[src/rtl/rakps_pkg.sv]
`timescale 1ns / 1ps
// shared types and constants for the range value store
// no dependencies
package rakps_pkg;

  localparam int unsigned POSITIONS_DEF = 64;
  localparam int unsigned DW            = 32;

  typedef enum logic [1:0] {
    CMD_ADD    = 2'd0,
    CMD_ASSIGN = 2'd1,
    CMD_KTH    = 2'd2,
    CMD_POWSUM = 2'd3
  } cmd_e;

  typedef enum logic [4:0] {
    ST_CLEAR,
    ST_IDLE,
    ST_ADD_RD,
    ST_ADD_WR,
    ST_ASG,
    ST_KI_RD,
    ST_KI_WT,
    ST_KJ_RD,
    ST_KJ_CMP,
    ST_KI_CHK,
    ST_PS_RD,
    ST_PS_WT,
    ST_PS_EXP,
    ST_PS_SQR,
    ST_PS_ACC,
    ST_MM,
    ST_DONE
  } state_e;

  typedef enum logic {
    DST_BASE,
    DST_POW
  } mm_dst_e;

endpackage

[src/rtl/rakps_ram.sv]
`timescale 1ns / 1ps
// generic single write port, single read port ram with registered read
// no dependencies
module rakps_ram #(
  parameter int unsigned WIDTH = 32,
  parameter int unsigned DEPTH = 64
) (
  input  logic                     clk_i,
  input  logic                     we_i,
  input  logic [$clog2(DEPTH)-1:0] waddr_i,
  input  logic [WIDTH-1:0]         wdata_i,
  input  logic [$clog2(DEPTH)-1:0] raddr_i,
  output logic [WIDTH-1:0]         rdata_o
);

  logic [WIDTH-1:0] mem [DEPTH];
  logic [WIDTH-1:0] rdata_q;

  always_ff @(posedge clk_i) begin
    if (we_i) begin
      mem[waddr_i] <= wdata_i;
    end
    rdata_q <= mem[raddr_i];
  end

  assign rdata_o = rdata_q;

endmodule

[src/rtl/range_assign_add_kth_powsum_store_top.sv]
`timescale 1ns / 1ps
// Range value store: one 32-bit value per position, commands act on [left, right).
// Handles one transaction at a time. After reset a clearing pass zeroes the store
// before the first transaction is taken. Per position of the range: assign writes the
// value and add reads then writes the sum. k-th smallest tries each candidate in turn
// and compares it with every position of the range. Power sum reduces each value and
// raises it by square and multiply with a bit-serial modular multiplier that does
// one multiplier bit per cycle. An empty range or a bad rank finishes with an error
// without touching the store. A finished result waits in its own output register, so
// the next transaction can be taken while it is stalled. Depends on rakps_pkg and
// rakps_ram.
module range_assign_add_kth_powsum_store_top
  import rakps_pkg::*;
#(
  parameter int unsigned POSITIONS = POSITIONS_DEF
) (
  input  logic          clk_i,
  input  logic          rst_ni,
  input  logic          in_valid_i,
  output logic          in_ready_o,
  input  logic [1:0]    command_i,
  input  logic [5:0]    left_i,
  input  logic [6:0]    right_i,
  input  logic [DW-1:0] value_i,
  input  logic [5:0]    rank_index_i,
  input  logic [DW-1:0] exponent_i,
  input  logic [DW-1:0] modulus_i,
  output logic          out_valid_o,
  input  logic          out_ready_i,
  output logic [DW-1:0] answer_o,
  output logic          error_o
);

  localparam int unsigned AW  = $clog2(POSITIONS);
  localparam int unsigned LW  = (AW + 1 > 7) ? AW + 1 : 7;
  localparam int unsigned CNW = $clog2(DW + 1);

  state_e          state_q, state_d, ret_q, ret_d;
  mm_dst_e         dst_q, dst_d;
  cmd_e            cmd_q, cmd_d;
  logic [LW-1:0]   i_q, i_d, j_q, j_d, hi_q, hi_d;
  logic [LW-1:0]   lo_q, lo_d, rank_q, rank_d;
  logic [LW-1:0]   less_q, less_d, leq_q, leq_d;
  logic [DW-1:0]   val_q, val_d, exp_q, exp_d, vi_q, vi_d;
  logic [DW-1:0]   ex0_q, ex0_d;
  logic [DW:0]     m_q, m_d, b_q, b_d, pw_q, pw_d, tot_q, tot_d;
  logic [DW:0]     acc_q, acc_d, y_q, y_d;
  logic [DW-1:0]   x_q, x_d;
  logic [CNW-1:0]  cnt_q, cnt_d;
  logic [DW-1:0]   ans_q, ans_d;
  logic            err_q, err_d, ov_q, ov_d;
  logic [DW-1:0]   res_ans_q, res_ans_d;
  logic            res_err_q, res_err_d;

  logic            we;
  logic [AW-1:0]   waddr, raddr;
  logic [DW-1:0]   wdata, rdata;

  logic [LW-1:0]   r_ext, hi_sat, lo_ext, rk_ext;
  logic [DW:0]     m_in, one;
  logic [DW+1:0]   t, s;
  logic            last;

  rakps_ram #(
    .WIDTH(DW),
    .DEPTH(POSITIONS)
  ) u_ram (
    .clk_i  (clk_i),
    .we_i   (we),
    .waddr_i(waddr),
    .wdata_i(wdata),
    .raddr_i(raddr),
    .rdata_o(rdata)
  );

  always_ff @(posedge clk_i or negedge rst_ni) begin
    if (!rst_ni) begin
      state_q <= ST_CLEAR;
      i_q     <= '0;
      ov_q    <= 1'b0;
    end else begin
      state_q <= state_d;
      i_q     <= i_d;
      ov_q    <= ov_d;
    end
  end

  always_ff @(posedge clk_i) begin
    ret_q  <= ret_d;   dst_q  <= dst_d;   cmd_q  <= cmd_d;
    j_q    <= j_d;     hi_q   <= hi_d;    lo_q   <= lo_d;
    rank_q <= rank_d;  less_q <= less_d;  leq_q  <= leq_d;
    val_q  <= val_d;   exp_q  <= exp_d;   vi_q   <= vi_d;
    m_q    <= m_d;     b_q    <= b_d;     pw_q   <= pw_d;
    tot_q  <= tot_d;   acc_q  <= acc_d;   y_q    <= y_d;
    x_q    <= x_d;     cnt_q  <= cnt_d;   ans_q  <= ans_d;
    err_q  <= err_d;   ex0_q  <= ex0_d;
    res_ans_q <= res_ans_d;
    res_err_q <= res_err_d;
  end

  always_comb begin
    r_ext  = LW'(right_i);
    hi_sat = (r_ext > LW'(POSITIONS)) ? LW'(POSITIONS) : r_ext;
    lo_ext = LW'(left_i);
    rk_ext = LW'(rank_index_i);
    m_in   = (modulus_i == '0) ? {1'b1, {DW{1'b0}}} : {1'b0, modulus_i};
    one    = (m_q == (DW+1)'(1)) ? '0 : (DW+1)'(1);
    last   = (i_q == hi_q - LW'(1));

    // one bit of the shift-add modular multiplier
    t = {acc_q, 1'b0};
    if (t >= {1'b0, m_q}) t = t - {1'b0, m_q};
    if (x_q[DW-1]) t = t + {1'b0, y_q};
    if (t >= {1'b0, m_q}) t = t - {1'b0, m_q};

    s = {1'b0, tot_q} + {1'b0, pw_q};
    if (s >= {1'b0, m_q}) s = s - {1'b0, m_q};

    state_d = state_q; ret_d = ret_q; dst_d = dst_q; cmd_d = cmd_q;
    i_d = i_q; j_d = j_q; hi_d = hi_q; lo_d = lo_q; rank_d = rank_q;
    less_d = less_q; leq_d = leq_q; val_d = val_q; exp_d = exp_q;
    vi_d = vi_q; m_d = m_q; b_d = b_q; pw_d = pw_q; tot_d = tot_q;
    acc_d = acc_q; y_d = y_q; x_d = x_q; cnt_d = cnt_q;
    ans_d = ans_q; err_d = err_q; ex0_d = ex0_q;
    res_ans_d = res_ans_q; res_err_d = res_err_q;
    ov_d  = ov_q & ~out_ready_i;
    we = 1'b0; waddr = i_q[AW-1:0]; wdata = val_q; raddr = i_q[AW-1:0];
    in_ready_o = 1'b0;

    case (state_q)
      ST_CLEAR: begin
        we    = 1'b1;
        wdata = '0;
        if (i_q == LW'(POSITIONS - 1)) state_d = ST_IDLE;
        i_d = i_q + LW'(1);
      end
      ST_IDLE: begin
        in_ready_o = 1'b1;
        if (in_valid_i) begin
          cmd_d  = cmd_e'(command_i);
          lo_d   = lo_ext;
          hi_d   = hi_sat;
          rank_d = rk_ext;
          val_d  = value_i;
          exp_d  = exponent_i;
          ex0_d  = exponent_i;
          m_d    = m_in;
          i_d    = lo_ext;
          tot_d  = '0;
          ans_d  = '0;
          err_d  = 1'b0;
          if (lo_ext >= hi_sat) begin
            err_d   = 1'b1;
            state_d = ST_DONE;
          end else begin
            case (cmd_e'(command_i))
              CMD_ADD:    state_d = ST_ADD_RD;
              CMD_ASSIGN: state_d = ST_ASG;
              CMD_KTH: begin
                if (rk_ext >= hi_sat - lo_ext) begin
                  err_d   = 1'b1;
                  state_d = ST_DONE;
                end else begin
                  state_d = ST_KI_RD;
                end
              end
              default:    state_d = ST_PS_RD;
            endcase
          end
        end
      end
      ST_ADD_RD: state_d = ST_ADD_WR;
      ST_ADD_WR: begin
        we    = 1'b1;
        wdata = rdata + val_q;
        i_d   = i_q + LW'(1);
        state_d = last ? ST_DONE : ST_ADD_RD;
      end
      ST_ASG: begin
        we  = 1'b1;
        i_d = i_q + LW'(1);
        if (last) state_d = ST_DONE;
      end
      ST_KI_RD: state_d = ST_KI_WT;
      ST_KI_WT: begin
        vi_d    = rdata;
        j_d     = lo_q;
        less_d  = '0;
        leq_d   = '0;
        state_d = ST_KJ_RD;
      end
      ST_KJ_RD: begin
        raddr   = j_q[AW-1:0];
        state_d = ST_KJ_CMP;
      end
      ST_KJ_CMP: begin
        if (rdata < vi_q)  less_d = less_q + LW'(1);
        if (rdata <= vi_q) leq_d  = leq_q + LW'(1);
        j_d     = j_q + LW'(1);
        state_d = (j_q == hi_q - LW'(1)) ? ST_KI_CHK : ST_KJ_RD;
      end
      ST_KI_CHK: begin
        if (less_q <= rank_q && rank_q < leq_q) begin
          ans_d   = vi_q;
          state_d = ST_DONE;
        end else begin
          i_d     = i_q + LW'(1);
          state_d = ST_KI_RD;
        end
      end
      ST_PS_RD: state_d = ST_PS_WT;
      ST_PS_WT: begin
        // reduce the stored value: value * 1 mod m
        x_d = rdata; y_d = one; acc_d = '0; cnt_d = CNW'(DW);
        dst_d = DST_BASE; ret_d = ST_PS_EXP;
        // the exponent is reloaded from the transaction for each position
        pw_d = one; exp_d = ex0_q;
        state_d = ST_MM;
      end
      ST_PS_EXP: begin
        if (exp_q == '0) begin
          state_d = ST_PS_ACC;
        end else if (exp_q[0]) begin
          x_d = pw_q[DW-1:0]; y_d = b_q; acc_d = '0; cnt_d = CNW'(DW);
          dst_d = DST_POW; ret_d = ST_PS_SQR;
          state_d = ST_MM;
        end else begin
          state_d = ST_PS_SQR;
        end
      end
      ST_PS_SQR: begin
        exp_d = exp_q >> 1;
        if (exp_q[DW-1:1] == '0) begin
          state_d = ST_PS_EXP;
        end else begin
          x_d = b_q[DW-1:0]; y_d = b_q; acc_d = '0; cnt_d = CNW'(DW);
          dst_d = DST_BASE; ret_d = ST_PS_EXP;
          state_d = ST_MM;
        end
      end
      ST_PS_ACC: begin
        tot_d = s[DW:0];
        i_d   = i_q + LW'(1);
        if (last) begin
          ans_d   = s[DW-1:0];
          state_d = ST_DONE;
        end else begin
          state_d = ST_PS_RD;
        end
      end
      ST_MM: begin
        acc_d = t[DW:0];
        x_d   = x_q << 1;
        cnt_d = cnt_q - CNW'(1);
        if (cnt_q == CNW'(1)) begin
          if (dst_q == DST_BASE) b_d = t[DW:0];
          else                   pw_d = t[DW:0];
          state_d = ret_q;
        end
      end
      ST_DONE: begin
        if (!ov_q || out_ready_i) begin
          ov_d      = 1'b1;
          res_ans_d = ans_q;
          res_err_d = err_q;
          state_d   = ST_IDLE;
        end
      end
      default: state_d = ST_IDLE;
    endcase
  end

  assign out_valid_o = ov_q;
  assign answer_o    = res_ans_q;
  assign error_o     = res_err_q;

endmodule

[config.mk]
export PLATFORM = sky130hd
export DESIGN_NAME = range_assign_add_kth_powsum_store_top
export DESIGN_NICKNAME = d
export VERILOG_FILES = /design/src/rtl/rakps_pkg.sv /design/src/rtl/rakps_ram.sv /design/src/rtl/range_assign_add_kth_powsum_store_top.sv
export SDC_FILE = /design/constraint.sdc
export NUM_CORES = 2
export LEC_CHECK = 0
export ABC_AREA = 1
export BUFFER_PORTS_ARGS = -buffer_cell sky130_fd_sc_hd__buf_2
export CAP_MARGIN = 20
export CELL_PAD_IN_SITES_DETAIL_PLACEMENT = 0
export CELL_PAD_IN_SITES_GLOBAL_PLACEMENT = 1
export CORE_ASPECT_RATIO = 0.9
export CORE_MARGIN = 8
export CORE_UTILIZATION = 40
export DETAILED_ROUTE_END_ITERATION = 7
export GPL_TIMING_DRIVEN = 0
export HOLD_SLACK_MARGIN = 0.12
export PLACE_DENSITY_LB_ADDON = 0.1
export REMOVE_ABC_BUFFERS = 1
export SKIP_LAST_GASP = 1
export SLEW_MARGIN = 20
export SYNTH_ARGS = -nofsm -noshare
export SYNTH_HDL_FRONTEND = slang
export SYNTH_SLANG_ARGS = --single-unit
[constraint.sdc]
create_clock -name clk_i -period 6.46 [get_ports clk_i]
set_clock_uncertainty 0.15 [all_clocks]
set_input_delay 0 -clock clk_i [delete_from_list [all_inputs] [get_ports clk_i]]
set_output_delay 0 -clock clk_i [all_outputs]
set_load 0.01 [all_outputs]
* After elaboration in Yosys (flattened, before gate mapping)
Memory sizes are Yosys's and may differ from the RTL's. A register that Yosys moved wholly into a read port is not among the register bits.
Cells that the tools add are included.
** Word-level totals
- Logic and storage cells :: 199
- Flip-flop bits (word level) :: 489
- Input port bits :: 121
- Memories kept :: 1
- Memory bits (writable) :: 2048
** Cells by class
- Eq/ne operators :: 37
- Bitwise gates (word level) :: 3
- Magnitude comparators :: 10
- Reduce and logical (&&, ||, !) cells :: 31
- Add/subtract/negate cells :: 13
- Multiplexer cells :: 76
** Memory list
- u_ram.mem :: depth 64, width 32, read ports 1, clocked after memory_dff 1, wr ports 1, line rakps_ram.sv:16 : logic [WIDTH-1:0] mem [DEPTH];
** Operators by type and width (count)
- $mux 33 :: 12
- $mux 32 :: 7
- $pmux 32 s3 :: 2
- $pmux 33 s2 :: 2
- $pmux 33 s4 :: 1
- $pmux 32 s4 :: 1
- $ge 34x33->1 :: 3
- $pmux 33 s3 :: 1
- $pmux 5 s17 :: 1
- $mux 34 :: 2
- $sub 33x33->33 :: 2
- $mux 5 :: 13
- $logic_not 32->1 :: 2
- $pmux 32 s2 :: 1
- $pmux 7 s2 :: 3
- $eq 5x4->1 const B :: 8
- $mux 7 :: 5
- $add 33x33->34 :: 1
- $add 34x33->34 :: 1
- $sub 34x33->34 :: 1
- $eq 33x1->1 const B :: 1
- $add 32x32->32 :: 1
- $le 32x32->1 :: 1
- $lt 32x32->1 :: 1
- other kinds (43) :: 97

* Longest topological paths before layout
- Word-level depth :: 9
- Mapped depth :: 45
- Gate-level depth less buffers :: 43

* Modules after synthesis
A second synthesis with hierarchy kept.
** Unflattened totals
- Cell total of the unflattened synthesis :: 11208
- Area total of the unflattened synthesis :: 117744.2 um2
** By module, submodules not included
- rakps_ram :: instances 1, cells each 6769, area an instance 82741.9 um2
- range_assign_add_kth_powsum_store_top :: instances 1, cells each 4439, area an instance 35002.3 um2

* Worst setup path after synthesis
No wires, ideal clock.
- Path type :: reg2reg
- Start point :: register state_q[2]
- End point :: register err_q (enable)
- Setup time :: 0.595 ns
- Period minus slack after synthesis :: 6.854 ns
- Setup slack :: -0.394 ns
- Path buffers :: 0
- Cell stages (with the launch flop) :: 8
- Arrival time :: 6.110 ns
- Required time :: 5.715 ns
- Path through :: dfrtp_1 -> nor2_1 -> inv_1 -> nor2_1 -> inv_1 -> nor2_1 -> inv_1 -> nor2_1
** On the way
- Longest elaborated chain between the ends :: 2
** Ends and longest elaborated chain
- start, declared :: line range_assign_add_kth_powsum_store_top.sv:38 : state_e state_q, state_d, ret_q, ret_d;
- start signal, assigned :: line range_assign_add_kth_powsum_store_top.sv:82 : state_q <= state_d;
- $eq 5x1->1 :: line range_assign_add_kth_powsum_store_top.sv:130 : case (state_q)
- $reduce_and 2->1 (no line)
- end signal, assigned :: line range_assign_add_kth_powsum_store_top.sv:96 : err_q <= err_d; ex0_q <= ex0_d;
- end, declared :: line range_assign_add_kth_powsum_store_top.sv:51 : logic err_q, err_d, ov_q, ov_d;
No other way between the ends.
A chain may end at the register's enable or synchronous reset.

* Worst setup path in the final report
- Start point :: register acc_q[31]
- End point :: register acc_q[26], data pin
** On the way
- Longest elaborated chain between the ends :: 7
** Ends and longest elaborated chain
- start, declared :: line range_assign_add_kth_powsum_store_top.sv:47 : logic [DW:0] acc_q, acc_d, y_q, y_d;
- start signal, assigned :: line range_assign_add_kth_powsum_store_top.sv:94 : tot_q <= tot_d; acc_q <= acc_d; y_q <= y_d;
- $sub 34x33->34 or $ge 34x33->1 (tied branches) :: line range_assign_add_kth_powsum_store_top.sv:112 : if (t >= {1'b0, m_q}) t = t - {1'b0, m_q};
- $mux 34 * :: line range_assign_add_kth_powsum_store_top.sv:112
- $add 34x33->34 :: line range_assign_add_kth_powsum_store_top.sv:113 : if (x_q[DW-1]) t = t + {1'b0, y_q};
- $mux 34 * :: line range_assign_add_kth_powsum_store_top.sv:113
- $ge 34x33->1 or $sub 33x33->33 (tied branches) :: line range_assign_add_kth_powsum_store_top.sv:114 : if (t >= {1'b0, m_q}) t = t - {1'b0, m_q};
- $mux 33 * :: line range_assign_add_kth_powsum_store_top.sv:114
- $pmux 33 s4 * :: line range_assign_add_kth_powsum_store_top.sv:130
Mark *: on every way between the ends. The rest lies on a longest branch, timed or not.

==> impl_metrics.toml <==
[power]
power_frac_comb_pct = 44.4
power_frac_clock_pct = 22.6
switching_share_pct = 40.3
powerDensity_nw_per_um2 = 483
power.leakage_nw = 51.8
switchingPower_mw = 28.1
seqPwrFrac_pct = 33.0
vdd_drop_max_mv = 0.310
intPower_mw = 41.5

[global_routing]
use_met1_pct = 35.4
grt_antenna_before_repair = 19
gr-max-usage-layer = "met2"
overflow = 0
grt_max_degree = 167
use_met2_pct = 40.2
grt_usage_pct = 25.1
use_met3_pct = 3.34
grt_pass1_vias = 81000
grt_pass1_wl_um = 577000

[routing]
ant_nets = 0
vias_per_cell = 5.58
first_iter_violations = 7788
num_vias = 83800
drc = 0
firstDrtPassIters = 6
wl_per_cell_um = 26.9
drt_wl_total_um = 405000

[layout]
layout.cells.non_filler = 15000
drive_gt1_share_pct = 15.3
final_net_count = 11300
area_growth_pct = 22.7
fin_util_pct = 49.4

[synth]
synth.distinct_cells = 61
netlist.area_leader.share_pct = 64.4
synth_flop_cell = "edfxtp_1"
ys_ff_latch = 2564
syn_area_um2 = 117000
synth_cells = 10300
synth-async-reset-ratio_pct = 0.507
synth_area_leaders = "edfxtp_1 (64%), o211ai_1 (4.9%), nand2_1 (4.8%), o21ai_0 (3.8%), ha_1 (2.8%)"
syn_area_per_cell_um2 = 11.4
synth_edf_count = 2519
yosysWarnings = 0
seq_area_frac_synth_pct = 65.2
yosysTopAreaCell = "edfxtp_1"

[sta]
fin_crit_sh_pct = 99.2
fmax_mhz = 156
worst_pin_slew_ns = 1.06
finalCriticalPeriod_ns = 6.41
setup_viol_count_final = 0
slew_violations = 0
finalHoldViolations = 0
max_slew_margin_pct = 28.9
rsz0062_at_grt = "true"

[critical_path]
reg2regPathDepth = 37
cp_max_fo = 5
crit_arrival_ns = 6.96
endpoint_kind = "flip-flop"
crit_path_start_kind = "flip-flop"
rr_endpoint = "acc_q[26]$_SDFFCE_PP0P_"
reg2reg_from = "acc_q[31]$_SDFFCE_PP0P_"
cp_slowest_cell = "edfxtp_1"
path_class = "reg -> reg"
reg2reg_setup_slack_ns = 0.05
crit_required_ns = 7.01
cpPeakStageDelay_ns = 0.52

[worst_hold_path]
hold_path_depth = 3
hold_path_class = "in -> reg"
worstHoldStart = "value_i[17]"
min_to = "val_q[17]$_DFFE_PP_"

[placement]
dp_hpwl_um = 276000
place_congestion = 0.918
dp.cells = 14200
portBuffers = 155

[floorplanning]
initial_utilization_pct = 40.3
ios = 156
dieWidth_um = 587
rows = 188
core_area_um2 = 292000
fp.dieH_um = 530
die_area_um2 = 311000

[status]
status = "complete, no violations"

[clock_network]
clock_latency_ns = 0.92
cts_inserted_buffers = 283
cts_buffer_depth = 4
cts_max_level = 5
cts-root-buf = "clkbuf_16"
numClockSinks = 2564
clk_pin_slew_ns = 0.06
cts_tree = "done"

[flow_run]
maxCapViolCount = 0
[power by group through the flow]
stage                     Clock (mW)  Combinational (mW)  Sequential (mW)
after floorplan                    0                16.6             23.2
after global placement             0                23.1             24.1
after detailed placement           0                29.2             23.3
after CTS                       16.0                30.2             23.0
after global routing            16.6                33.3             23.0
final                           15.7                30.9             23.0
[Yosys cell counts (all sizes together), types with 4 or more instances]
cell type	number
o21ai	1070
o21a	12
o2111ai	32
a211oi	4
o221ai	5
o21bai	285
a22o	4
or2	198
edfxtp	2519
xor2	80
clkinv	5
buf	233
a21boi	7
nand4	82
nand2	1504
nor3b	5
nor2	787
and3	7
nand3b	39
dfrtp	13
a21o	26
xnor2	53
inv	866
dfxtp	32
a21oi	291
clkbuf	328
o211ai	771
ha	260
nor4	30
a221oi	5
a31oi	14
o22ai	8
nand3	594
a22oi	32
nor3	65
fa	7
and2	27
[worst max-delay path, delay by kind of cell (launching register included)]
family | cells | cell delay (ns)
XOR/XNOR | 1 | 0.28
adder cells (fa/ha/maj) | 4 | 1.18
AND/OR/NAND/NOR | 21 | 2.67
AO/OA/AOI/OAI | 4 | 0.63
flip-flops | 1 | 0.52
buffers and inverters | 7 | 0.76
[kinds of logic after synthesis]
group           Yosys count  share of synthesized area, %
compound gates         2579                          13.7
xor+xnor                133                         0.992
fa+ha+maj               267                          2.89
buf+inv                1432                          4.90
flops                  2564                          65.2
simple gates           3342                          12.3
[how the worst max path moves through the flow]
stage | from | to | slack [ns] | depth (start not counted)
after detailed placement | m_q[15]$_SDFFCE_PP0P_ | acc_q[13]$_SDFFCE_PP0P_ | -4.32 | 37
after CTS | acc_q[31]$_SDFFCE_PP0P_ | acc_q[16]$_SDFFCE_PP0P_ | -0.01 | 37
after global routing | acc_q[31]$_SDFFCE_PP0P_ | acc_q[21]$_SDFFCE_PP0P_ | -0.05 | 39
after global placement | state_q[3]$_DFFE_PN0P_ | u_ram.rdata_o[15]$_DFF_P_ | -79.43 | 11
after floorplan | state_q[1]$_DFFE_PN0P_ | u_ram.rdata_o[12]$_DFF_P_ | -23.66 | 10
final | acc_q[31]$_SDFFCE_PP0P_ | acc_q[26]$_SDFFCE_PP0P_ | 0.05 | 37
[layout make-up]
class	count	area (um2)
fillers	25700	148000
flip-flops and latches	2564	76600
multi-input cells	6324	38200
repair buffers	867	12100
clock buffers	348	7540
well taps	3895	4870
inverters	871	3460
clock inverters	145	1260
diodes	8	20.0
repair inverters	1	16.3
[layer usage]
metal | up-vias | part of all wire [%] | wire [um]
met5 | - | 0.0030 | 12
met4 | 2 | 3.7 | 14900
met3 | 577 | 6.0 | 24300
met2 | 2677 | 45 | 184000
met1 | 42000 | 45 | 181000
li1 | 38600 | - | -
[through the flow]
stage | hold WS, ns | power (mW) | setup WS, ns | instance area (um2) | TNS [ns]
2_1_floorplan | -0.446 | 39.8 | -23.66 | 115000 | -897.37
3_3_place_gp | -0.211 | 47.2 | -79.43 | 121000 | -8646.44
3_5_place_dp | -0.198 | 52.5 | -4.32 | 129000 | -396.24
4_1_cts | 0.120 | 69.2 | -0.0134 | 143000 | -0.0459
5_1_grt | 0.179 | 72.9 | -0.0461 | 144000 | -0.847
6_report | 0.199 | 69.5 | 0.0503 | 144000 | 0
[cell usage in the layout, fill, tap and decap left out, drive strengths merged, types with 12 or more instances in the layout]
cell type and count:
edfxtp 2519, nand2 1506, o21ai 1070, inv 846
nor2 787, o211ai 771, buf 611, nand3 595
clkbuf 350, a21oi 291, o21bai 285, ha 260
dlygate4sd3 252, or2 198, clkinv 112, nand4 82
xor2 80, nor3 65, xnor2 53, clkinvlp 39
nand3b 39, o2111ai 32, a22oi 32, dfxtp 32
nor4 30, and2 27, a21o 26, bufinv 20
a31oi 14, dfrtp 13, o21a 12
[repair_timing]
item / in CTS / in global routing
endpoints found under the setup margin: 105 / 146
gates cloned: 7 / 1
hold buffers: 252 / 0
setup buffers: 75 / 28
gates resized for setup: 296 / 200
endpoints found under the hold margin: 381 / 0
pin swaps: 52 / 62
[flip-flops by register name, indices dropped and copies added (netlist names), 6 cells and up]
| register | cells |
|---|---|
| acc_q | 33 |
| ans_q | 32 |
| answer_o | 32 |
| b_q | 33 |
| cnt_q | 6 |
| ex0_q | 32 |
| exp_q | 32 |
| hi_q | 7 |
| i_q | 7 |
| j_q | 7 |
| leq_q | 7 |
| less_q | 7 |
| lo_q | 6 |
| m_q | 33 |
| pw_q | 33 |
| rank_q | 6 |
| tot_q | 33 |
| u_ram.mem | 2048 |
| u_ram.rdata_o | 32 |
| val_q | 32 |
| vi_q | 32 |
| x_q | 32 |
| y_q | 33 |
No activity file was read; power rests on OpenSTA's default activity.
